==> src/rtl/core/hdsrpt_pkg.sv <==
// Shared types, constants and helpers of the deficit/SRPT scheduler.
package hdsrpt_pkg;

  localparam int NUM_RECEIVERS = 16;
  localparam int DEFICIT_BITS  = 24;
  localparam int FRAC_BITS     = 16;
  localparam int IDX_W         = (NUM_RECEIVERS > 1) ? $clog2(NUM_RECEIVERS) : 1;
  localparam int COUNT_W       = $clog2(NUM_RECEIVERS + 1);
  localparam int WEIGHT_W      = 17;
  localparam int QUANTUM_W     = 18;
  localparam int ROUNDS_W      = 17;
  localparam int PROD_W        = ROUNDS_W + QUANTUM_W;
  localparam int DIV_STEPS     = 17;
  localparam int DIV_CNT_W     = $clog2(DIV_STEPS + 1);

  localparam logic [DEFICIT_BITS-1:0] ONE_FX  = DEFICIT_BITS'(1) << FRAC_BITS;
  localparam logic [DEFICIT_BITS-1:0] DEF_MAX = '1;

  typedef enum logic [1:0] {
    CMD_REPORT = 2'd0,
    CMD_UPDATE = 2'd1,
    CMD_SELECT = 2'd2,
    CMD_NOP    = 2'd3
  } cmd_t;

  typedef enum logic [1:0] {
    REG_FAIR_WEIGHT   = 2'd0,
    REG_SRPT_WEIGHT   = 2'd1,
    REG_PRIORITY_MODE = 2'd2,
    REG_NONE          = 2'd3
  } reg_idx_t;

  typedef struct packed {
    logic                    sendable;
    logic [31:0]             credit;
    logic [31:0]             unsent;
    logic [DEFICIT_BITS-1:0] deficit;
    logic [QUANTUM_W-1:0]    quantum;
    logic                    srpt_flag;
  } slot_t;

  typedef struct packed {
    logic        sendable;
    logic [31:0] credit;
    logic [31:0] unsent;
  } report_t;

  typedef struct packed {
    logic                 start;
    logic [WEIGHT_W-1:0]  dividend;
    logic [QUANTUM_W-1:0] divisor;
  } div_req_t;

  typedef struct packed {
    logic                done;
    logic [ROUNDS_W-1:0] quotient;
    logic                rem_nz;
  } div_rsp_t;

  function automatic logic [DEFICIT_BITS-1:0] sat_add(
    input logic [DEFICIT_BITS-1:0] d,
    input logic [PROD_W-1:0]       add
  );
    logic [PROD_W+DEFICIT_BITS:0] s;
    s = (PROD_W+DEFICIT_BITS+1)'(d) + (PROD_W+DEFICIT_BITS+1)'(add);
    if (s > (PROD_W+DEFICIT_BITS+1)'(DEF_MAX)) begin
      return DEF_MAX;
    end
    return DEFICIT_BITS'(s);
  endfunction

endpackage

==> src/rtl/core/hdsrpt_cell.sv <==
// One receiver slot of the shift ring: holds its state, passes it on when shifted.
module hdsrpt_cell import hdsrpt_pkg::*; (
  input  logic    clk,
  input  logic    rst_n,
  input  logic    shift_en,
  input  slot_t   shift_in,
  input  logic    rep_en,
  input  report_t rep,
  output slot_t   slot_q
);

  slot_t slot_r;
  slot_t slot_nxt;

  always_comb begin
    slot_nxt = slot_r;
    if (rep_en) begin
      slot_nxt.sendable = rep.sendable;
      slot_nxt.credit   = rep.credit;
      slot_nxt.unsent   = rep.unsent;
      // drop accumulated service of a receiver that went idle
      if (!rep.sendable) begin
        slot_nxt.deficit = '0;
        slot_nxt.quantum = '0;
      end
    end else if (shift_en) begin
      slot_nxt = shift_in;
    end
  end

  always_ff @(posedge clk) begin
    if (!rst_n) begin
      slot_r <= '0;
    end else begin
      slot_r <= slot_nxt;
    end
  end

  assign slot_q = slot_r;

endmodule

==> src/rtl/core/hdsrpt_div.sv <==
// Restoring divider, one quotient bit per cycle, shared by update and select.
module hdsrpt_div import hdsrpt_pkg::*; (
  input  logic     clk,
  input  logic     rst_n,
  input  div_req_t req,
  output div_rsp_t rsp
);

  logic [DIV_CNT_W-1:0] cnt_r, cnt_nxt;
  logic [QUANTUM_W-1:0] rem_r, rem_nxt;
  logic [ROUNDS_W-1:0]  quo_r, quo_nxt;
  logic [QUANTUM_W-1:0] dsr_r, dsr_nxt;
  logic                 done_r, done_nxt;
  logic [QUANTUM_W:0]   trial;

  always_comb begin
    cnt_nxt  = cnt_r;
    rem_nxt  = rem_r;
    quo_nxt  = quo_r;
    dsr_nxt  = dsr_r;
    done_nxt = 1'b0;
    trial    = {rem_r, quo_r[ROUNDS_W-1]};
    if (req.start) begin
      cnt_nxt = DIV_CNT_W'(DIV_STEPS);
      rem_nxt = '0;
      quo_nxt = ROUNDS_W'(req.dividend);
      dsr_nxt = req.divisor;
    end else if (cnt_r != '0) begin
      if (trial >= {1'b0, dsr_r}) begin
        rem_nxt = QUANTUM_W'(trial - {1'b0, dsr_r});
        quo_nxt = {quo_r[ROUNDS_W-2:0], 1'b1};
      end else begin
        rem_nxt = QUANTUM_W'(trial);
        quo_nxt = {quo_r[ROUNDS_W-2:0], 1'b0};
      end
      cnt_nxt = cnt_r - 1'b1;
      if (cnt_r == DIV_CNT_W'(1)) begin
        done_nxt = 1'b1;
      end
    end
  end

  always_ff @(posedge clk) begin
    if (!rst_n) begin
      cnt_r  <= '0;
      done_r <= 1'b0;
    end else begin
      cnt_r  <= cnt_nxt;
      done_r <= done_nxt;
    end
    rem_r <= rem_nxt;
    quo_r <= quo_nxt;
    dsr_r <= dsr_nxt;
  end

  assign rsp.done     = done_r;
  assign rsp.quotient = quo_r;
  assign rsp.rem_nz   = (rem_r != '0);

endmodule

==> src/rtl/core/hybrid_deficit_srpt_scheduler.sv <==
// Deficit scheduler with SRPT weighting: sequencer, slot ring and shared divider.
// Report and no-op: result strobe in the cycle after start. Update: a count scan over
// the slots, a divide wait and an apply pass (it ends after the scan if none is sendable).
// Select: a max scan plus a charge pass; when a refill is needed add a rounds pass with
// a divide per sendable slot of nonzero quantum, then a refill pass before the charge.
// One command at a time, results never stall; sync reset clears slots, loads defaults.
module hybrid_deficit_srpt_scheduler import hdsrpt_pkg::*; (
  input  logic        clk,
  input  logic        rst_n,
  input  logic        start,
  output logic        busy,
  input  logic [1:0]  in_command,
  input  logic [3:0]  in_receiver,
  input  logic        in_sendable,
  input  logic [31:0] in_credit_bytes,
  input  logic [31:0] in_unsent_bytes,
  output logic        out_valid,
  output logic        out_winner_valid,
  output logic [3:0]  out_winner,
  output logic        out_winner_is_srpt_flow,
  output logic [4:0]  out_sendable_count,
  input  logic        psel,
  input  logic        penable,
  input  logic        pwrite,
  input  logic [3:0]  paddr,
  input  logic [31:0] pwdata,
  output logic [31:0] prdata,
  output logic        pready
);

  typedef enum logic [3:0] {
    ST_IDLE, ST_UPD_SCAN, ST_UPD_DIV, ST_UPD_APPLY,
    ST_SEL_SCAN, ST_SEL_RND, ST_SEL_REFILL, ST_SEL_CHARGE
  } state_t;

  localparam logic [IDX_W-1:0] LAST_IDX = IDX_W'(NUM_RECEIVERS - 1);

  state_t               state_r, state_nxt;
  logic [IDX_W-1:0]     idx_r, idx_nxt;
  logic [COUNT_W-1:0]   cnt_r, cnt_nxt;
  logic [COUNT_W-1:0]   last_count_r, last_count_nxt;
  logic [IDX_W-1:0]     prio_r, prio_nxt;
  logic [31:0]          prio_key_r, prio_key_nxt;
  logic [IDX_W-1:0]     flow_r, flow_nxt;
  logic [31:0]          flow_key_r, flow_key_nxt;
  logic [WEIGHT_W-1:0]  low_r, low_nxt;
  logic                 any_r, any_nxt;
  logic [IDX_W-1:0]     best_r, best_nxt;
  logic [DEFICIT_BITS-1:0] best_def_r, best_def_nxt;
  logic                 best_flag_r, best_flag_nxt;
  logic                 wait_r, wait_nxt;
  logic [ROUNDS_W-1:0]  rounds_r, rounds_nxt;
  logic                 out_valid_r, out_valid_nxt;
  logic                 win_valid_r, win_valid_nxt;
  logic [IDX_W-1:0]     win_r, win_nxt;
  logic                 win_flag_r, win_flag_nxt;

  logic [WEIGHT_W-1:0]  fair_weight_r;
  logic [WEIGHT_W-1:0]  srpt_weight_r;
  logic                 priority_mode_r;

  slot_t    slot_q [NUM_RECEIVERS];
  slot_t    head;
  slot_t    tail_in;
  logic     shift_en;
  logic     rep_valid;
  report_t  rep;
  div_req_t div_req;
  div_rsp_t div_rsp;

  logic [QUANTUM_W-1:0]    high_q;
  logic [QUANTUM_W-1:0]    q_sel;
  logic [ROUNDS_W-1:0]     k_val;
  logic [PROD_W-1:0]       refill_add;
  logic [DEFICIT_BITS-1:0] new_def;
  logic                    adv;
  logic                    cfg_wr;
  reg_idx_t                cfg_reg;

  // slot ring
  for (genvar k = 0; k < NUM_RECEIVERS; k++) begin : g_cell
    hdsrpt_cell u_cell (
      .clk      (clk),
      .rst_n    (rst_n),
      .shift_en (shift_en),
      .shift_in ((k == NUM_RECEIVERS - 1) ? tail_in : slot_q[(k + 1) % NUM_RECEIVERS]),
      .rep_en   (rep_valid && (32'(in_receiver) == k)),
      .rep      (rep),
      .slot_q   (slot_q[k])
    );
  end

  hdsrpt_div u_div (
    .clk   (clk),
    .rst_n (rst_n),
    .req   (div_req),
    .rsp   (div_rsp)
  );

  assign head           = slot_q[0];
  assign rep.sendable   = in_sendable;
  assign rep.credit     = in_credit_bytes;
  assign rep.unsent     = in_unsent_bytes;
  assign high_q         = {1'b0, low_r} + {1'b0, srpt_weight_r};
  assign q_sel          = (idx_r == prio_r) ? high_q : {1'b0, low_r};
  assign k_val          = div_rsp.quotient + ROUNDS_W'(div_rsp.rem_nz);
  assign refill_add     = PROD_W'(rounds_r) * PROD_W'(head.quantum);
  assign new_def        = sat_add(head.deficit, refill_add);

  always_comb begin
    state_nxt      = state_r;
    idx_nxt        = idx_r;
    cnt_nxt        = cnt_r;
    last_count_nxt = last_count_r;
    prio_nxt       = prio_r;
    prio_key_nxt   = prio_key_r;
    flow_nxt       = flow_r;
    flow_key_nxt   = flow_key_r;
    low_nxt        = low_r;
    any_nxt        = any_r;
    best_nxt       = best_r;
    best_def_nxt   = best_def_r;
    best_flag_nxt  = best_flag_r;
    wait_nxt       = wait_r;
    rounds_nxt     = rounds_r;
    out_valid_nxt  = 1'b0;
    win_valid_nxt  = win_valid_r;
    win_nxt        = win_r;
    win_flag_nxt   = win_flag_r;
    shift_en       = 1'b0;
    tail_in        = head;
    rep_valid      = 1'b0;
    adv            = 1'b0;
    div_req.start    = 1'b0;
    div_req.dividend = fair_weight_r;
    div_req.divisor  = QUANTUM_W'(cnt_r);

    unique case (state_r)
      ST_IDLE: begin
        if (start) begin
          unique case (cmd_t'(in_command))
            CMD_REPORT: begin
              rep_valid     = (32'(in_receiver) < NUM_RECEIVERS);
              out_valid_nxt = 1'b1;
              win_valid_nxt = 1'b0;
              win_nxt       = '0;
              win_flag_nxt  = 1'b0;
            end
            CMD_UPDATE: begin
              state_nxt = ST_UPD_SCAN;
              idx_nxt   = '0;
              cnt_nxt   = '0;
            end
            CMD_SELECT: begin
              state_nxt = ST_SEL_SCAN;
              idx_nxt   = '0;
              any_nxt   = 1'b0;
            end
            CMD_NOP: begin
              out_valid_nxt = 1'b1;
              win_valid_nxt = 1'b0;
              win_nxt       = '0;
              win_flag_nxt  = 1'b0;
            end
          endcase
        end
      end

      ST_UPD_SCAN: begin
        adv = 1'b1;
        if (head.sendable) begin
          cnt_nxt = cnt_r + 1'b1;
          if (cnt_r == '0 ||
              (priority_mode_r ? (head.credit > prio_key_r) : (head.unsent < prio_key_r))) begin
            prio_nxt     = idx_r;
            prio_key_nxt = priority_mode_r ? head.credit : head.unsent;
          end
          if (cnt_r == '0 || head.unsent < flow_key_r) begin
            flow_nxt     = idx_r;
            flow_key_nxt = head.unsent;
          end
        end
        if (idx_r == LAST_IDX) begin
          if (cnt_nxt == '0) begin
            state_nxt     = ST_IDLE;
            out_valid_nxt = 1'b1;
            win_valid_nxt = 1'b0;
            win_nxt       = '0;
            win_flag_nxt  = 1'b0;
          end else begin
            state_nxt       = ST_UPD_DIV;
            div_req.start   = 1'b1;
            div_req.divisor = QUANTUM_W'(cnt_nxt);
          end
        end
      end

      ST_UPD_DIV: begin
        if (div_rsp.done) begin
          low_nxt   = div_rsp.quotient;
          state_nxt = ST_UPD_APPLY;
        end
      end

      ST_UPD_APPLY: begin
        adv = 1'b1;
        if (head.sendable) begin
          tail_in.quantum   = q_sel;
          tail_in.deficit   = sat_add(head.deficit, PROD_W'(q_sel));
          tail_in.srpt_flag = (idx_r == flow_r);
        end
        if (idx_r == LAST_IDX) begin
          last_count_nxt = cnt_r;
          state_nxt      = ST_IDLE;
          out_valid_nxt  = 1'b1;
          win_valid_nxt  = 1'b0;
          win_nxt        = '0;
          win_flag_nxt   = 1'b0;
        end
      end

      ST_SEL_SCAN: begin
        adv = 1'b1;
        if (head.sendable && (!any_r || head.deficit > best_def_r)) begin
          best_nxt      = idx_r;
          best_def_nxt  = head.deficit;
          best_flag_nxt = head.srpt_flag;
          any_nxt       = 1'b1;
        end
        if (idx_r == LAST_IDX) begin
          if (!any_nxt) begin
            state_nxt     = ST_IDLE;
            out_valid_nxt = 1'b1;
            win_valid_nxt = 1'b0;
            win_nxt       = '0;
            win_flag_nxt  = 1'b0;
          end else if (best_def_nxt >= ONE_FX) begin
            state_nxt = ST_SEL_CHARGE;
          end else begin
            state_nxt = ST_SEL_RND;
            any_nxt   = 1'b0;
            wait_nxt  = 1'b0;
          end
        end
      end

      ST_SEL_RND: begin
        if (!wait_r) begin
          if (head.sendable && head.quantum != '0) begin
            // hold the ring while the divider works out this slot's rounds
            div_req.start    = 1'b1;
            div_req.dividend = WEIGHT_W'(ONE_FX - head.deficit);
            div_req.divisor  = head.quantum;
            wait_nxt         = 1'b1;
          end else begin
            adv = 1'b1;
          end
        end else if (div_rsp.done) begin
          wait_nxt = 1'b0;
          adv      = 1'b1;
          if (!any_r || k_val < rounds_r) begin
            rounds_nxt = k_val;
          end
          any_nxt = 1'b1;
        end
        if (adv && idx_r == LAST_IDX) begin
          if (!any_nxt) begin
            state_nxt     = ST_IDLE;
            out_valid_nxt = 1'b1;
            win_valid_nxt = 1'b0;
            win_nxt       = '0;
            win_flag_nxt  = 1'b0;
          end else begin
            state_nxt = ST_SEL_REFILL;
            any_nxt   = 1'b0;
          end
        end
      end

      ST_SEL_REFILL: begin
        adv = 1'b1;
        if (head.sendable) begin
          tail_in.deficit = new_def;
          if (!any_r || new_def > best_def_r) begin
            best_nxt      = idx_r;
            best_def_nxt  = new_def;
            best_flag_nxt = head.srpt_flag;
            any_nxt       = 1'b1;
          end
        end
        if (idx_r == LAST_IDX) begin
          state_nxt = ST_SEL_CHARGE;
        end
      end

      ST_SEL_CHARGE: begin
        adv = 1'b1;
        if (idx_r == best_r) begin
          tail_in.deficit = head.deficit - ONE_FX;
        end
        if (idx_r == LAST_IDX) begin
          state_nxt     = ST_IDLE;
          out_valid_nxt = 1'b1;
          win_valid_nxt = 1'b1;
          win_nxt       = best_r;
          win_flag_nxt  = best_flag_r;
        end
      end

      default: begin
        state_nxt = ST_IDLE;
      end
    endcase

    if (adv) begin
      shift_en = 1'b1;
      idx_nxt  = (idx_r == LAST_IDX) ? '0 : idx_r + 1'b1;
    end
  end

  always_ff @(posedge clk) begin
    if (!rst_n) begin
      state_r      <= ST_IDLE;
      idx_r        <= '0;
      cnt_r        <= '0;
      last_count_r <= '0;
      any_r        <= 1'b0;
      wait_r       <= 1'b0;
      out_valid_r  <= 1'b0;
      win_valid_r  <= 1'b0;
      win_r        <= '0;
      win_flag_r   <= 1'b0;
    end else begin
      state_r      <= state_nxt;
      idx_r        <= idx_nxt;
      cnt_r        <= cnt_nxt;
      last_count_r <= last_count_nxt;
      any_r        <= any_nxt;
      wait_r       <= wait_nxt;
      out_valid_r  <= out_valid_nxt;
      win_valid_r  <= win_valid_nxt;
      win_r        <= win_nxt;
      win_flag_r   <= win_flag_nxt;
    end
    prio_r      <= prio_nxt;
    prio_key_r  <= prio_key_nxt;
    flow_r      <= flow_nxt;
    flow_key_r  <= flow_key_nxt;
    low_r       <= low_nxt;
    best_r      <= best_nxt;
    best_def_r  <= best_def_nxt;
    best_flag_r <= best_flag_nxt;
    rounds_r    <= rounds_nxt;
  end

  // configuration registers
  assign cfg_wr  = psel && penable && pwrite && pready;
  assign cfg_reg = reg_idx_t'(paddr[3:2]);

  always_ff @(posedge clk) begin
    if (!rst_n) begin
      fair_weight_r   <= WEIGHT_W'(32768);
      srpt_weight_r   <= WEIGHT_W'(32768);
      priority_mode_r <= 1'b0;
    end else if (cfg_wr) begin
      unique case (cfg_reg)
        REG_FAIR_WEIGHT:   fair_weight_r   <= pwdata[WEIGHT_W-1:0];
        REG_SRPT_WEIGHT:   srpt_weight_r   <= pwdata[WEIGHT_W-1:0];
        REG_PRIORITY_MODE: priority_mode_r <= pwdata[0];
        REG_NONE:          ;
      endcase
    end
  end

  always_comb begin
    unique case (cfg_reg)
      REG_FAIR_WEIGHT:   prdata = 32'(fair_weight_r);
      REG_SRPT_WEIGHT:   prdata = 32'(srpt_weight_r);
      REG_PRIORITY_MODE: prdata = 32'(priority_mode_r);
      REG_NONE:          prdata = '0;
    endcase
  end

  assign pready                  = 1'b1;
  assign busy                    = (state_r != ST_IDLE);
  assign out_valid               = out_valid_r;
  assign out_winner_valid        = win_valid_r;
  assign out_winner              = 4'(win_r);
  assign out_winner_is_srpt_flow = win_flag_r;
  assign out_sendable_count      = 5'(last_count_r);

  a_done_strobe: assert property (@(posedge clk) disable iff (!rst_n)
    $fell(busy) |-> out_valid)
    else $error("multi-cycle command finished without a result word");

  a_no_word_while_busy: assert property (@(posedge clk) disable iff (!rst_n)
    busy |-> !out_valid)
    else $error("result word while a command is in flight");

  a_empty_word: assert property (@(posedge clk) disable iff (!rst_n)
    (out_valid && !out_winner_valid) |-> (out_winner == 4'd0 && !out_winner_is_srpt_flow))
    else $error("result word without winner carries winner fields");

endmodule

==> config.mk <==
export PLATFORM = sky130hd
export DESIGN_NAME = hybrid_deficit_srpt_scheduler
export DESIGN_NICKNAME = d
export VERILOG_FILES = /design/src/rtl/core/hdsrpt_pkg.sv /design/src/rtl/core/hdsrpt_cell.sv /design/src/rtl/core/hdsrpt_div.sv /design/src/rtl/core/hybrid_deficit_srpt_scheduler.sv
export SDC_FILE = /design/constraint.sdc
export NUM_CORES = 2
export LEC_CHECK = 0
export ABC_AREA = 1
export ABC_CLOCK_PERIOD_IN_PS = 15000
export BUFFER_PORTS_ARGS = -buffer_cell sky130_fd_sc_hd__buf_2
export CAP_MARGIN = 20
export CORE_MARGIN = 10
export CORE_UTILIZATION = 48
export CTS_BUF_LIST = sky130_fd_sc_hd__clkbuf_4 sky130_fd_sc_hd__clkbuf_8
export CTS_CLUSTER_DIAMETER = 80
export DETAILED_ROUTE_END_ITERATION = 16
export PLACE_DENSITY = 0.64
export SLEW_MARGIN = 40
export SYNTH_ARGS = -nofsm -noshare
export SYNTH_HDL_FRONTEND = slang
export SYNTH_SLANG_ARGS = --single-unit
==> constraint.sdc <==
create_clock -name clk -period 15 [get_ports clk]
set_input_delay 0 -clock clk [delete_from_list [all_inputs] [get_ports clk]]
set_output_delay 0 -clock clk [all_outputs]
set_load 0.05 [all_outputs]
Word level (Yosys, flattened, before mapping)
Cells that the tools add are included.
- bits in registers: 1984
- output and inout port bits: 46
- logic and storage cells: 514
- add/subtract/negate cells: 10
- multipliers: 1
- $lt $le $gt $ge: 10
- equality and inequality tests: 70
- mux-type cells: 165
- bitwise operators: 18
- reduce and logical (&&, ||, !) cells: 116
- operators with widths (kind ; number):
    108-bit 2-to-1 mux ; 16
    107-bit 2-to-1 mux ; 16
    24-bit 2-to-1 mux ; 10
    32-bit case mux with 4 select lines ; 1
    4-bit 2-to-1 mux ; 24
    2-bit AND reduction ; 37
    36-bit 2-to-1 mux ; 2
    24-bit case mux with 3 select lines ; 1
    32-bit < comparator ; 2
    2-bit inequality test, second input constant ; 31
    1-bit 2-to-1 mux ; 59
    17-bit 2-to-1 mux ; 3
    24-bit > comparator ; 2
    24-bit case mux with 2 select lines ; 1
    2-bit nonzero test ; 23
    43-bit 2-to-1 mux ; 1
    42-bit 2-to-1 mux ; 1
    5-bit 2-to-1 mux ; 8
    24-bit by 35-bit adder with 36-bit output ; 1
    4-bit equality test, second input constant ; 9
    36-bit by 24-bit > comparator with 1-bit output, second input constant ; 1
    18-bit 2-to-1 mux ; 2
    18-bit case mux with 2 select lines ; 1
    18-bit nonzero test ; 2
    other kinds (54) ; 136

Depth between registers and ports, before layout
- word-level depth: 12
- gate-level depth with buffers: 47
- mapped depth without buffers: 44

Modules after synthesis
From an unflattened synthesis, not the netlist that was laid out.
- cells, all modules: 15175
- area total of the unflattened synthesis: 105582.5 µm²
- modules (own cells, without submodules) (module ; instances ; cells each ; area an instance (µm²) ; sequential area each (µm²)):
    hdsrpt_cell ; 16 ; 685 ; 4648.2 ; 2162.1
    hybrid_deficit_srpt_scheduler ; 1 ; 3746 ; 27615.2 ; 5275.1
    hdsrpt_div ; 1 ; 469 ; 3595.9 ; 1531.5

Worst setup path after synthesis
OpenSTA, ideal clock, no wires.
- path kind: register to register
- start point: register rounds_r[8]
- end point: register best_def_r[0], enable pin
- setup time: 0.405 ns
- arrival: 7.802 ns
- required time: 14.595 ns
- path slack: 6.793 ns
- stages on the path, launching flop included: 42
- buffers on the path: 3
- cells stage by stage: edfxtp_1 clkbuf_1 clkbuf_1 nand2_1 fa_1 inv_1 fa_1 inv_1 fa_1 inv_1 fa_1 fa_1 inv_1 fa_1 inv_1 ha_1 nand2_1 nor2_1 [... 6 more ...] nand2_1 nand2_1 nand2_1 nor2_4 buf_4 nand4_1 ha_1 inv_1 nor2_1 nor2_1 o21a_1 o211ai_1 nand3_1 nand3_1 nand2_1 nand3_1 nand2_1 nor2_1
- cells in the longest elaborated chain, start to end: 9
- ends and longest elaborated chain (item ; RTL line ; source):
    start, declared ; hybrid_deficit_srpt_scheduler.sv:52 ; logic [ROUNDS_W-1:0] rounds_r, rounds_nxt;
    start signal, assigned ; hybrid_deficit_srpt_scheduler.sv:353 ; rounds_r <= rounds_nxt;
    17-bit by 18-bit multiplier with 35-bit output (*) ; hybrid_deficit_srpt_scheduler.sv:107 ; assign refill_add = PROD_W'(rounds_r) * PROD_W'(head.quantum);
    24-bit by 35-bit adder with 36-bit output (*) ; hdsrpt_pkg.sv:65 ; s = (PROD_W+DEFICIT_BITS+1)'(d) + (PROD_W+DEFICIT_BITS+1)'(add);
    36-bit by 24-bit > comparator with 1-bit output ; hdsrpt_pkg.sv:66 ; if (s > (PROD_W+DEFICIT_BITS+1)'(DEF_MAX)) begin
    1-bit 2-to-1 mux ; hdsrpt_pkg.sv:66 ;
    24-bit 2-to-1 mux (*) ; hdsrpt_pkg.sv:69 ; return DEFICIT_BITS'(s);
    24-bit > comparator (*) ; hybrid_deficit_srpt_scheduler.sv:284 ; if (!any_r || new_def > best_def_r) begin
    1-bit logical OR (*) ; hybrid_deficit_srpt_scheduler.sv:284 ;
    2-bit inequality test (no line) (*) ; - ;
    3-bit AND reduction (no line) (*) ; - ;
    end signal, assigned ; hybrid_deficit_srpt_scheduler.sv:351 ; best_def_r <= best_def_nxt;
    end, declared ; hybrid_deficit_srpt_scheduler.sv:49 ; logic [DEFICIT_BITS-1:0] best_def_r, best_def_nxt;
Every way passes the cells marked *; elsewhere a longest branch is shown, timed or not.
A chain may end at the register's enable or synchronous reset.

Worst setup path after layout
- start point: register rounds_r[2]
- end point: register best_def_r[15], enable pin
The elaborated chain is that of the path after synthesis.

==> tab_implementation.tex <==
\begin{tabular}{lr}
\hline
Metric & Value \\
\hline
\multicolumn{2}{l}{\textbf{Global routing}} \\
\quad GR peak layer & met2 \\
\quad GRT met1 Usage & 0.389 \\
\quad Global-route track usage on met2 & 0.452 \\
\quad Pin count of the biggest net entering global routing & 177 \\
\quad Number of global-route vias before repair & 85939 \\
\quad Global route overflow & 0 \\
\quad Met3 track utilization from global routing & 0.0459 \\
\quad Wire length of the first global-routing pass & 510 mm \\
\quad Antenna violations before repair & 19 \\
\quad Total Routing Usage GR & 0.285 \\
\multicolumn{2}{l}{\textbf{Synth}} \\
\quad Yosys top cell by area & dfxtp\_1 \\
\quad Post-synth top area share & 0.369 \\
\quad Sequential element share of the synthesized area & 0.421 \\
\quad Ys flop type & dfxtp\_1 \\
\quad Distinct cell type count of the synthesized netlist & 60 \\
\quad Cell area after technology mapping & 98300 um\^{}2 \\
\quad Number of enable-type register cells in the synthesized netlist & 170 \\
\quad Post-synthesis instance total & 13107 \\
\quad Async set or reset register ratio after synthesis & 0 \\
\quad Most numerous cell types in the synthesized netlist & nand2\_1, dfxtp\_1, inv\_1 \\
\quad FF+latch count, synth & 1983 \\
\quad Library cell with the highest instance count after synthesis & nand2\_1 \\
\quad Count of warnings emitted by yosys & 0 \\
\quad Avg Synthesized Cell Area & 7.50 um\^{}2 \\
\quad Top cells by area, synth & dfxtp\_1, nand2\_1, fa\_1 \\
\multicolumn{2}{l}{\textbf{STA}} \\
\quad Hold violation count in the final report & 0 \\
\quad Transition time at the pin with the least slew margin & 920 ps \\
\quad Final setup viols & 0 \\
\quad Shortest clock period the worst path allows after layout & 8960 ps \\
\quad Post-route clock period utilization & 0.597 \\
\quad Max Transition Viols Final & 0 \\
\quad Post-layout worst setup margin & 6040 ps \\
\quad Unrepaired setup endpoints after global routing & no \\
\quad Rel. slew slack & 0.386 \\
\quad Highest clock rate & 112 MHz \\
\quad Sum of negative setup slack & 0 ps \\
\quad Final setup skew & 93.0 ps \\
\multicolumn{2}{l}{\textbf{CTS}} \\
\quad CTS tree & built \\
\quad Clock Tree Buf Depth & 4 \\
\quad Num CTS Buffers & 350 \\
\quad \# resized after CTS & 0 \\
\quad Clock transition at path regs & 70 ps \\
\quad Deepest level of the CTS H-tree & 5 \\
\quad Clock Latency Late Sink & 1100 ps \\
\quad Root buf cell & clkbuf\_8 \\
\quad Number of sinks on the clock net & 1983 \\
\multicolumn{2}{l}{\textbf{Critical path}} \\
\quad Startpoint Class & flop \\
\quad Required time worst endpoint & 15680 ps \\
\quad Highest-delay cell along the critical path & edfxtp\_1 \\
\quad Maximum fanout count along the critical path & 24 \\
\quad Type of destination of the critical path & flop \\
\quad Crit path largest cell delay & 880 ps \\
\quad Launching instance or port of the critical path & rounds\_r[2]\$\_DFFE\_PP\_ \\
\quad Most common cell type on the critical path & nand2\_1 \\
\quad Category of the most critical setup path & flop to flop \\
\quad Slack of the worst reg-to-reg path & 6040 ps \\
\quad Reg-to-reg startpoint & rounds\_r[2]\$\_DFFE\_PP\_ \\
\quad Data arrival, critical path & 9640 ps \\
\quad Worst r2r dst & best\_def\_r[15]\$\_DFFE\_PP\_ \\
\quad Depth of the most critical reg-to-reg path & 35 \\
\quad End of the critical path & best\_def\_r[15]\$\_DFFE\_PP\_ \\
\multicolumn{2}{l}{\textbf{Routing}} \\
\quad Post-route DRC & 0 \\
\quad Routed wirelength normalized by instance count & 20.8 um \\
\quad Avg Vias per Cell & 5.63 \\
\quad Via count & 89739 \\
\quad DRT Wirelength & 331 mm \\
\quad Detailed-router iteration count before antenna repair & 8 \\
\quad Number of DRC markers in iteration 0 & 8706 \\
\quad Number of nets with antenna violations after routing & 0 \\
\multicolumn{2}{l}{\textbf{Floorplanning}} \\
\quad Vertical die dimension & 473 um \\
\quad Core Rows & 166 \\
\quad Initial core utilization & 0.482 \\
\quad Die Outline Area & 223000 um\^{}2 \\
\quad IO Count & 159 \\
\quad Core area & 204000 um\^{}2 \\
\quad Die X & 473 um \\
\multicolumn{2}{l}{\textbf{Place}} \\
\quad Placed instance count & 15081 \\
\quad Routability congestion estimate & 0.921 \\
\quad Post-DP HPWL & 205 mm \\
\quad Dpl ws & 6050 ps \\
\quad Port Buffer Count & 125 \\
\quad Cell Area, Placed & 99700 um\^{}2 \\
\multicolumn{2}{l}{\textbf{Flow run}} \\
\quad Max-cap violation count & 0 \\
\multicolumn{2}{l}{\textbf{Final layout}} \\
\quad Share of final-layout standard cells stronger than drive strength 1 & 0.0841 \\
\quad Total Nets Final & 13697 \\
\quad Final instance area & 109000 um\^{}2 \\
\quad Final non-filler cell total & 15932 \\
\quad Syn-to-layout area delta & 11.3\% \\
\quad \# fillers & 19348 \\
\multicolumn{2}{l}{\textbf{Worst hold path}} \\
\quad Source of the worst hold timing path & in\_credit\_bytes[7] \\
\quad Class of the tightest hold or removal check & input port to flop \\
\multicolumn{2}{l}{\textbf{Power}} \\
\quad Total power & 0.0134 W \\
\quad Maximum ir drop on the vdd rail & 0.108 mV \\
\quad Reported leakage power & 41.3 nW \\
\quad Power Density & 122 nW/um\^{}2 \\
\multicolumn{2}{l}{\textbf{Outcome}} \\
\quad Run status & complete, no violations \\
\hline
\end{tabular}
## metal layers
metal	vias up	wire, um	part of all wire
met5	-	41	0.00012
met4	6	13500	0.041
met3	723	25900	0.078
met2	3570	148000	0.45
met1	43079	144000	0.43
li1	42361	-	-
## kinds of logic after synthesis
family,synth area share
compound gates,0.172
buf+inv,0.0936
simple gates,0.208
xor+xnor,0.00864
other cells,0.0000764
flops,0.421
fa+ha+maj,0.0972
## stage by stage
step           hold WS [ps]   util
6_report               95.2  0.536
5_1_grt                67.5  0.536
4_1_cts                5.34  0.535
3_5_place_dp            258  0.488
3_3_place_gp            248  0.486
2_1_floorplan           113      -
## sequential cells by signal (all words and copies together) (netlist names), 18 cells and up
signal                flops
prio_key_r               32
u_div.dsr_r              18
u_div.rem_r              18
g_cell.u_cell.slot_q   1728
flow_key_r               32
best_def_r               24
## power breakdown
| part | switching (W) | internal, W |
|---|---|---|
| sequential | 0.0000947 | 0.00548 |
| clock | 0.00230 | 0.00298 |
| combinational | 0.00202 | 0.000500 |
## layout by cell type, fill, tap and decap left out, types with 35 or more instances in the layout
cell type,netlist,final
clkbuf_4,0,107
dfxtp_1,1813,1808
dlygate4sd3_1,0,229
inv_1,1193,1192
o21ai_1,104,107
nor3_1,40,35
o21ai_0,572,568
nor2_1,433,399
or2_2,123,123
a22oi_1,200,200
nor2_4,3,38
ha_1,337,337
nand4_1,62,62
a31oi_1,829,829
o22ai_1,96,96
buf_2,172,125
buf_4,103,94
clkbuf_8,0,432
clkinv_2,0,42
xnor2_1,35,35
nand2_1,4390,4389
nand3_1,100,99
fa_1,267,267
a21oi_1,1065,1062
xor2_1,62,62
buf_6,25,48
edfxtp_1,170,170
## area by class of cell
type | instances | area (um^2) | share of cell area
clock inverters | 67 | 538 | 0.00492
repair buffers | 513 | 4560 | 0.0416
diodes | 10 | 25.0 | 0.000229
well taps | 2688 | 3360 | 0.0307
multi-input cells | 8909 | 48200 | 0.440
flip-flops and latches | 1983 | 41400 | 0.378
inverters | 1223 | 4620 | 0.0422
clock buffers | 539 | 6750 | 0.0617
## worst max-delay path: cells and delay by family (launching register included)
family                     cells  cell delay, ps
AOI/OAI and AO/OA              2             380
buffers and inverters          5             590
and+or+nand+nor               20            2850
DFF                            1             880
adders and majority gates      8            3860
## worst min path at each step
stage,endpoint,slack [ps],depth (start not counted)
finish,g_cell[3].u_cell.slot_q[82]$_SDFFE_PN0P_,100,4
global route,g_cell[0].u_cell.slot_q[82]$_SDFFE_PN0P_,70,4
CTS,g_cell[3].u_cell.slot_q[82]$_SDFFE_PN0P_,5,4
detailed placement,srpt_weight_r[15]$_SDFFE_PN1P_,260,3
global placement,fair_weight_r[13]$_SDFFE_PN0P_,250,3
floorplan,srpt_weight_r[15]$_SDFFE_PN1P_,110,2
## timing repair
action,4_1_cts,5_1_grt
buffers inserted,0,0
hold endpoints to repair,1405,3
hold buffers,228,1
Power figures use the tool's default switching activity.
